### src/sv/mdc_pkg.sv
// Shared types and constants for the metered dispense controller.
// No dependencies; every other file in this folder imports this package.
package mdc_pkg;

  localparam int VolW = 24;
  localparam int CfgW = 16;
  localparam int CntW = 16;

  localparam logic [VolW-1:0] VolMax = '1;
  localparam logic [CntW-1:0] CntMax = '1;

  // Reset values of the configuration registers.
  localparam logic [CfgW-1:0] VppReset       = 16'd512;
  localparam logic [CfgW-1:0] StartTmoReset  = 16'd10000;
  localparam logic [CfgW-1:0] GapTmoReset    = 16'd5000;

  // Configuration register indexes.
  typedef enum logic [1:0] {
    CFG_VPP       = 2'd0,
    CFG_START_TMO = 2'd1,
    CFG_GAP_TMO   = 2'd2
  } cfg_idx_t;

  // Request kinds; code 3 carries no meaning and is ignored.
  typedef enum logic [1:0] {
    REQ_START = 2'd0,
    REQ_PULSE = 2'd1,
    REQ_TICK  = 2'd2
  } req_kind_t;

  // Reported phase codes.
  typedef enum logic [1:0] {
    FP_IDLE  = 2'd0,
    FP_AWAIT = 2'd1,
    FP_FLOW  = 2'd2,
    FP_DONE  = 2'd3
  } flow_phase_t;

  typedef enum logic [2:0] {
    EV_RELEASED      = 3'd0,
    EV_STARTED       = 3'd1,
    EV_UPDATE        = 3'd2,
    EV_EXHAUSTED     = 3'd3,
    EV_STOPPED       = 3'd4,
    EV_START_TIMEOUT = 3'd5,
    EV_REJECTED      = 3'd6
  } event_t;

  // Internal controller state, one-hot.
  typedef enum logic [2:0] {
    ST_IDLE  = 3'b001,
    ST_AWAIT = 3'b010,
    ST_FLOW  = 3'b100
  } state_t;

  typedef struct packed {
    logic [1:0]      req_type;
    logic [VolW-1:0] grant_volume;
  } req_t;

  typedef struct packed {
    logic [1:0]      flow_phase;
    logic [2:0]      event_code;
    logic [VolW-1:0] used_volume;
    logic [VolW-1:0] left_volume;
    logic            valve_open;
  } rpt_t;

  typedef struct packed {
    logic [CfgW-1:0] vpp;
    logic [CfgW-1:0] start_tmo;
    logic [CfgW-1:0] gap_tmo;
  } cfg_t;

endpackage

### src/sv/mdc_core.sv
// Dispense state machine: holds the dispense state and works out one word per cycle while fire is high.
// Depends on mdc_pkg.
module mdc_core (
  input  logic          clk,
  input  logic          rst,
  input  logic          fire,
  input  mdc_pkg::req_t req,
  input  mdc_pkg::cfg_t cfg,
  output logic          res_valid,
  output mdc_pkg::rpt_t res
);
  import mdc_pkg::*;

  state_t          state, state_next;
  logic [CntW-1:0] pulse_total, pulse_total_next;
  logic [CntW-1:0] wait_timer, wait_timer_next;
  logic [VolW-1:0] granted, granted_next;
  logic [VolW-1:0] consumed, consumed_next;
  logic            valve, valve_next;

  logic [CntW-1:0]      cnt_inc, wt_inc, mul_cnt;
  logic [2*CfgW-1:0]    prod;
  logic [VolW-1:0]      vol_sat, bal_cons, bal_vol;
  logic [1:0]           cur_code;

  always_comb begin
    cnt_inc = (pulse_total == CntMax) ? pulse_total : pulse_total + 1'b1;
    wt_inc  = (wait_timer == CntMax) ? wait_timer : wait_timer + 1'b1;
    // A pulse counts up before the volume is taken; a stop uses the count as it is.
    mul_cnt = (req.req_type == REQ_PULSE) ? cnt_inc : pulse_total;
    prod    = mul_cnt * cfg.vpp;
    vol_sat = (prod[2*CfgW-1:VolW] != '0) ? VolMax : prod[VolW-1:0];
    bal_cons = (consumed >= granted) ? '0 : granted - consumed;
    bal_vol  = (vol_sat >= granted) ? '0 : granted - vol_sat;
    case (state)
      ST_AWAIT: cur_code = FP_AWAIT;
      ST_FLOW:  cur_code = FP_FLOW;
      default:  cur_code = FP_IDLE;
    endcase
  end

  always_comb begin
    state_next       = state;
    pulse_total_next = pulse_total;
    wait_timer_next  = wait_timer;
    granted_next     = granted;
    consumed_next    = consumed;
    valve_next       = valve;
    res_valid        = 1'b0;
    res              = '{flow_phase: cur_code, event_code: EV_REJECTED,
                         used_volume: consumed, left_volume: bal_cons, valve_open: valve};
    case (req.req_type)
      REQ_START: begin
        res_valid = 1'b1;
        if (state == ST_IDLE) begin
          granted_next     = req.grant_volume;
          consumed_next    = '0;
          pulse_total_next = '0;
          wait_timer_next  = '0;
          valve_next       = 1'b1;
          state_next       = ST_AWAIT;
          res = '{flow_phase: FP_AWAIT, event_code: EV_RELEASED, used_volume: '0,
                  left_volume: req.grant_volume, valve_open: 1'b1};
        end
      end
      REQ_PULSE: begin
        if (state == ST_AWAIT) begin
          res_valid        = 1'b1;
          pulse_total_next = {{(CntW-1){1'b0}}, 1'b1};
          wait_timer_next  = '0;
          state_next       = ST_FLOW;
          res = '{flow_phase: FP_FLOW, event_code: EV_STARTED, used_volume: consumed,
                  left_volume: bal_cons, valve_open: valve};
        end else if (state == ST_FLOW) begin
          res_valid       = 1'b1;
          wait_timer_next = '0;
          if (vol_sat >= granted) begin
            consumed_next    = granted;
            valve_next       = 1'b0;
            state_next       = ST_IDLE;
            pulse_total_next = '0;
            res = '{flow_phase: FP_DONE, event_code: EV_EXHAUSTED, used_volume: granted,
                    left_volume: '0, valve_open: 1'b0};
          end else begin
            pulse_total_next = cnt_inc;
            consumed_next    = vol_sat;
            res = '{flow_phase: FP_FLOW, event_code: EV_UPDATE, used_volume: vol_sat,
                    left_volume: granted - vol_sat, valve_open: valve};
          end
        end
      end
      REQ_TICK: begin
        if (state == ST_AWAIT || state == ST_FLOW) begin
          wait_timer_next = wt_inc;
          if (state == ST_AWAIT && wt_inc >= cfg.start_tmo) begin
            res_valid        = 1'b1;
            consumed_next    = '0;
            valve_next       = 1'b0;
            state_next       = ST_IDLE;
            pulse_total_next = '0;
            wait_timer_next  = '0;
            res = '{flow_phase: FP_DONE, event_code: EV_START_TIMEOUT, used_volume: '0,
                    left_volume: granted, valve_open: 1'b0};
          end else if (state == ST_FLOW && wt_inc >= cfg.gap_tmo) begin
            res_valid        = 1'b1;
            consumed_next    = vol_sat;
            valve_next       = 1'b0;
            state_next       = ST_IDLE;
            pulse_total_next = '0;
            wait_timer_next  = '0;
            res = '{flow_phase: FP_DONE, event_code: EV_STOPPED, used_volume: vol_sat,
                    left_volume: bal_vol, valve_open: 1'b0};
          end
        end
      end
      default: begin
        res_valid = 1'b0;
      end
    endcase
  end

  always_ff @(posedge clk) begin
    if (rst) begin
      state       <= ST_IDLE;
      pulse_total <= '0;
      wait_timer  <= '0;
      granted     <= '0;
      consumed    <= '0;
      valve       <= 1'b0;
    end else if (fire) begin
      state       <= state_next;
      pulse_total <= pulse_total_next;
      wait_timer  <= wait_timer_next;
      granted     <= granted_next;
      consumed    <= consumed_next;
      valve       <= valve_next;
    end
  end

endmodule

### src/sv/mdc_out_buf.sv
// Two-entry result buffer between the controller and the report channel.
// Depends on mdc_pkg.
module mdc_out_buf (
  input  logic          clk,
  input  logic          rst,
  input  logic          push,
  input  mdc_pkg::rpt_t push_data,
  output logic          full,
  output logic          rpt_valid,
  input  logic          rpt_stall,
  output mdc_pkg::rpt_t rpt
);
  import mdc_pkg::*;

  rpt_t       mem [2];
  logic       wr_ptr, rd_ptr;
  logic [1:0] count;
  logic       pop;

  assign rpt_valid = (count != 2'd0);
  assign full      = (count == 2'd2);
  assign rpt       = mem[rd_ptr];
  assign pop       = rpt_valid && !rpt_stall;

  always_ff @(posedge clk) begin
    if (push) begin
      mem[wr_ptr] <= push_data;
    end
  end

  always_ff @(posedge clk) begin
    if (rst) begin
      wr_ptr <= 1'b0;
      rd_ptr <= 1'b0;
      count  <= 2'd0;
    end else begin
      if (push) begin
        wr_ptr <= !wr_ptr;
      end
      if (pop) begin
        rd_ptr <= !rd_ptr;
      end
      count <= count + {1'b0, push} - {1'b0, pop};
    end
  end

endmodule

### src/sv/metered_dispense_controller.sv
// Top level of the metered dispense controller: input register, config registers,
// controller and result buffer. Depends on mdc_pkg, mdc_core and mdc_out_buf.
//
//   channel   direction  handshake            payload
//   req       in         req_valid/req_stall  req (req_type, grant_volume)
//   rpt       out        rpt_valid/rpt_stall  rpt (phase, event, volumes, valve)
//   cfg       in         cfg_we               cfg_index, cfg_data
//
// A word sits in the input register while the controller works it out, and its
// report is offered once the controller takes it; one word per cycle is sustained
// unless the two-entry result buffer is full, and only then is the input stalled.
// Reset is synchronous and restores the idle state and the config defaults.
module metered_dispense_controller (
  input  logic                      clk,
  input  logic                      rst,
  input  logic                      req_valid,
  output logic                      req_stall,
  input  mdc_pkg::req_t             req,
  output logic                      rpt_valid,
  input  logic                      rpt_stall,
  output mdc_pkg::rpt_t             rpt,
  input  logic                      cfg_we,
  input  logic [1:0]                cfg_index,
  input  logic [mdc_pkg::CfgW-1:0]  cfg_data
);
  import mdc_pkg::*;

  cfg_t  cfg;
  req_t  held;
  logic  held_valid;
  logic  buf_full;
  logic  fire;
  logic  res_valid;
  rpt_t  res;

  assign fire      = held_valid && !buf_full;
  assign req_stall = held_valid && buf_full;

  always_ff @(posedge clk) begin
    if (rst) begin
      cfg.vpp       <= VppReset;
      cfg.start_tmo <= StartTmoReset;
      cfg.gap_tmo   <= GapTmoReset;
    end else if (cfg_we) begin
      case (cfg_index)
        CFG_VPP:       cfg.vpp       <= cfg_data;
        CFG_START_TMO: cfg.start_tmo <= cfg_data;
        CFG_GAP_TMO:   cfg.gap_tmo   <= cfg_data;
        default:       cfg           <= cfg;
      endcase
    end
  end

  always_ff @(posedge clk) begin
    if (rst) begin
      held_valid <= 1'b0;
    end else if (!req_stall) begin
      held_valid <= req_valid;
    end
  end

  always_ff @(posedge clk) begin
    if (!req_stall && req_valid) begin
      held <= req;
    end
  end

  mdc_core u_core (
    .clk       (clk),
    .rst       (rst),
    .fire      (fire),
    .req       (held),
    .cfg       (cfg),
    .res_valid (res_valid),
    .res       (res)
  );

  mdc_out_buf u_out_buf (
    .clk       (clk),
    .rst       (rst),
    .push      (fire && res_valid),
    .push_data (res),
    .full      (buf_full),
    .rpt_valid (rpt_valid),
    .rpt_stall (rpt_stall),
    .rpt       (rpt)
  );

endmodule

### config.mk
export PLATFORM = sky130hd
export DESIGN_NAME = metered_dispense_controller
export DESIGN_NICKNAME = d
export VERILOG_FILES = /design/src/sv/mdc_pkg.sv /design/src/sv/mdc_core.sv /design/src/sv/mdc_out_buf.sv /design/src/sv/metered_dispense_controller.sv
export SDC_FILE = /design/constraint.sdc
export NUM_CORES = 1
export LEC_CHECK = 0
export BUFFER_PORTS_ARGS = -buffer_cell sky130_fd_sc_hd__buf_2
export CAP_MARGIN = 20
export CELL_PAD_IN_SITES_DETAIL_PLACEMENT = 0
export CELL_PAD_IN_SITES_GLOBAL_PLACEMENT = 1
export CORE_ASPECT_RATIO = 1.25
export CORE_MARGIN = 8
export CORE_UTILIZATION = 30
export CTS_CLUSTER_DIAMETER = 80
export CTS_CLUSTER_SIZE = 12
export DETAILED_ROUTE_END_ITERATION = 8
export PLACE_DENSITY = 0.55
export SLEW_MARGIN = 20
export SYNTH_ARGS = -nofsm -noshare
export SYNTH_HDL_FRONTEND = slang
export SYNTH_SLANG_ARGS = --single-unit
### constraint.sdc
create_clock -name clk -period 14.3 [get_ports clk]
set_clock_uncertainty 0.1 [all_clocks]
set_input_delay 0.715 -clock clk [delete_from_list [all_inputs] [get_ports clk]]
set_output_delay 0.715 -clock clk [all_outputs]
set_load 0.1 [all_outputs]
==> flow_metrics.env <==
export IMPL_critPathRequiredTime_ps=14590
export IMPL_irDropWorstVdd_mv=0.0850
export IMPL_cpMostUsedCell="fa_1"
export IMPL_gp_congestion=0.875
export IMPL_netlist_cell_type_count=77
export IMPL_wl_per_cell_um=20.9
export IMPL_ys_top_cells_by_count="347 x nand2_1, 313 x inv_1, 196 x fa_1"
export IMPL_path_class="flop to flop"
export IMPL_p_leak_nw=11.3
export IMPL_die_h_um=333
export IMPL_max_clock_path_buffers=3
export IMPL_setup_violations=0
export IMPL_via_per_inst=5.14
export IMPL_cts_hold_buffers_added=0
export IMPL_track_usage=0.172
export IMPL_synth_top_area_share=0.166
export IMPL_drtAntennaViolNets=0
export IMPL_outcome="complete, no violations"
export IMPL_tritoncts="yes"
export IMPL_crit_path_max_incr_delay_ps=730
export IMPL_ys_seq_area_frac=0.281
export IMPL_worst_endpoint_arrival_ps=13490
export IMPL_grt_pass1_wl_um=122000
export IMPL_yosys_most_used_dff="dfxtp_1"
export IMPL_drt_iter0_markers=1196
export IMPL_synthArstFlopShare=0
export IMPL_rsz0062_at_grt="no"
export IMPL_clock_sinks=272
export IMPL_grt_pass1_vias=20200
export IMPL_slew_headroom=0.272
export IMPL_p_per_area_mw_per_mm2=92.6
export IMPL_rows=116
export IMPL_min_period_over_period=0.923
export IMPL_final_max_slew_viol_count=0
export IMPL_hold_path_class="input pin to flop"
export IMPL_worstSkewPairLatency_ps=590
export IMPL_numCtsBuffers=28
export IMPL_hold_viol=0
export IMPL_nNetsFinal=3155
export IMPL_cts_resized=0
export IMPL_yosysMostFrequentCell="nand2_1"
export IMPL_maxCapViolCount=0
export IMPL_die_area_mm2=0.0900
export IMPL_setup_slack_ps=1100
export IMPL_antenna_found_initial=1
export IMPL_clock_fmax_mhz=75.8
export IMPL_die_w_um=270
export IMPL_dpl_hpwl_um=61400
export IMPL_startpoint_type="flop"
export IMPL_avgSynthCellArea_um2=9.04
export IMPL_drc=0
export IMPL_hold_ws_ps=202
export IMPL_synth_edff_count=134
export IMPL_cts_root_buf="clkbuf_16"
export IMPL_finalCriticalPeriod_ps=13200
export IMPL_yosysTopAreaCell="edfxtp_1"
export IMPL_dr_total_vias=19500
export IMPL_post_cts_setup_buffers=0
export IMPL_crit_fanout=26
export IMPL_worstMarginPinSlew_ps=1090
export IMPL_synth_yosys_warnings=0
export IMPL_drive_above_1_share=0.103
export IMPL_pin_count=105
export IMPL_synthToLayoutAreaGrowth_pct=10.7
export IMPL_synth_area_leaders="edfxtp_1 17%, fa_1 16%, dfxtp_1 11%"
export IMPL_path_clk_slew_ps=70
export IMPL_synth_area_mm2=0.0242
export IMPL_start_util=0.302
export IMPL_tns_ps=0
export IMPL_totalWireLength_um=79200
export IMPL_drtPass1Iterations=8
export IMPL_antennaDiodeCount=0
export IMPL_utilization=0.335
export IMPL_globalRouteOverflowTotal=0
export IMPL_syn_inst=2676
export IMPL_cts_max_level=1
export IMPL_cp_end_kind="flop"
export IMPL_grt_max_degree=72
export IMPL_slowest_stage="a21oi_2"
export IMPL_syn_num_nets=3113
export IMPL_preCtsSetupSlack_ps=1180
export IMPL_yosys_register_bits=272
export IMPL_portBuffers=104
export IMPL_core_region_area_mm2=0.0800
[critical path, delay by kind of cell, from the launching register on]
| kind | cells | cell delay (ps) |
|---|---|---|
| flops | 1 | 360 |
| buf+inv | 6 | 620 |
| simple gates | 11 | 2770 |
| compound gates | 15 | 4240 |
| fa+ha+maj | 10 | 4040 |
| xor+xnor | 2 | 820 |
[registers in the layout, indices dropped and copies added (netlist names), named ones only]
signal / cells
cfg: 48
held: 26
held_valid: 1
u_core.consumed: 24
u_core.granted: 24
u_core.pulse_total: 16
u_core.state: 3
u_core.valve: 1
u_core.wait_timer: 16
u_out_buf.count: 2
u_out_buf.mem: 108
u_out_buf.rd_ptr: 1
u_out_buf.wr_ptr: 1
[cells by family after synthesis]
logic type	synth area share
XOR/XNOR	0.0344
adder cells (fa/ha/maj)	0.262
buffers and inverters	0.0693
AO/OA/AOI/OAI	0.154
flip-flops	0.281
multiplexers	0.0300
AND/OR/NAND/NOR	0.170
[cell usage in the layout (no fill, tap or decap), drive strengths merged, types with 10 or more instances in the layout]
cell | Yosys | routed
a211o | 13 | 13
a211oi | 27 | 27
a21o | 34 | 34
a21oi | 183 | 183
a221o | 26 | 26
a221oi | 17 | 17
a222oi | 10 | 10
a22oi | 23 | 23
and2 | 146 | 146
and3 | 27 | 27
buf | 15 | 136
clkbuf | 109 | 44
dfxtp | 138 | 138
edfxtp | 134 | 134
fa | 196 | 196
ha | 192 | 192
inv | 316 | 317
mux2 | 59 | 59
nand2 | 347 | 347
nand2b | 26 | 26
nand3 | 37 | 37
nand3b | 12 | 12
nand4 | 19 | 19
nor2 | 158 | 158
nor2b | 15 | 15
nor3 | 27 | 27
o21a | 16 | 16
o21ai | 101 | 101
o22ai | 22 | 22
or3 | 10 | 10
xnor2 | 53 | 53
xor2 | 42 | 42
[where the power goes]
group,internal [W],switching [W],leakage [nW]
Clock,0.000393,0.000324,0.405
Sequential,0.000854,0.0000297,2.32
Combinational,0.000232,0.000645,8.57
[per-stage QoR]
step                      cells  total power, W  cell area, um2
final                      3797         0.00248           26800
after global routing       3797         0.00259           26800
after CTS                  3797         0.00251           26800
after detailed placement   3750         0.00178           25900
after global placement     3750         0.00178           25900
after floorplan            2676         0.00157           24200
[layout make-up]
type,instances,area (um2)
multi-input combinational,1964,15900
timing repair buffer,136,763
fill,8305,53200
tap,1062,1330
inverter,316,1190
clock inverter,3,26.3
clock buffer,44,823
sequential,272,6790
[routing by layer]
| metal | track usage | part of all wire | up-vias |
|---|---|---|---|
| met3 | 0.0139 | 0.033 | 85 |
| li1 | - | - | 9214 |
| met4 | 0.0430 | 0.022 | 0 |
| met5 | 0 | 0 | - |
| met2 | 0.317 | 0.52 | 398 |
| met1 | 0.214 | 0.43 | 9811 |
[final timing paths]
kind / start / to / cells past startpoint / slack, ps
worst max-delay path: u_core.pulse_total[0] / u_out_buf.mem[1][20] / 44 / 1100
worst min-delay path: req[7] / held[7] / 1 / 200
worst min register to register: cfg[30] / cfg[30] / 2 / 350
worst max register to register: u_core.pulse_total[0] / u_out_buf.mem[1][20] / 44 / 1100
(Power assumes the default switching activity.)
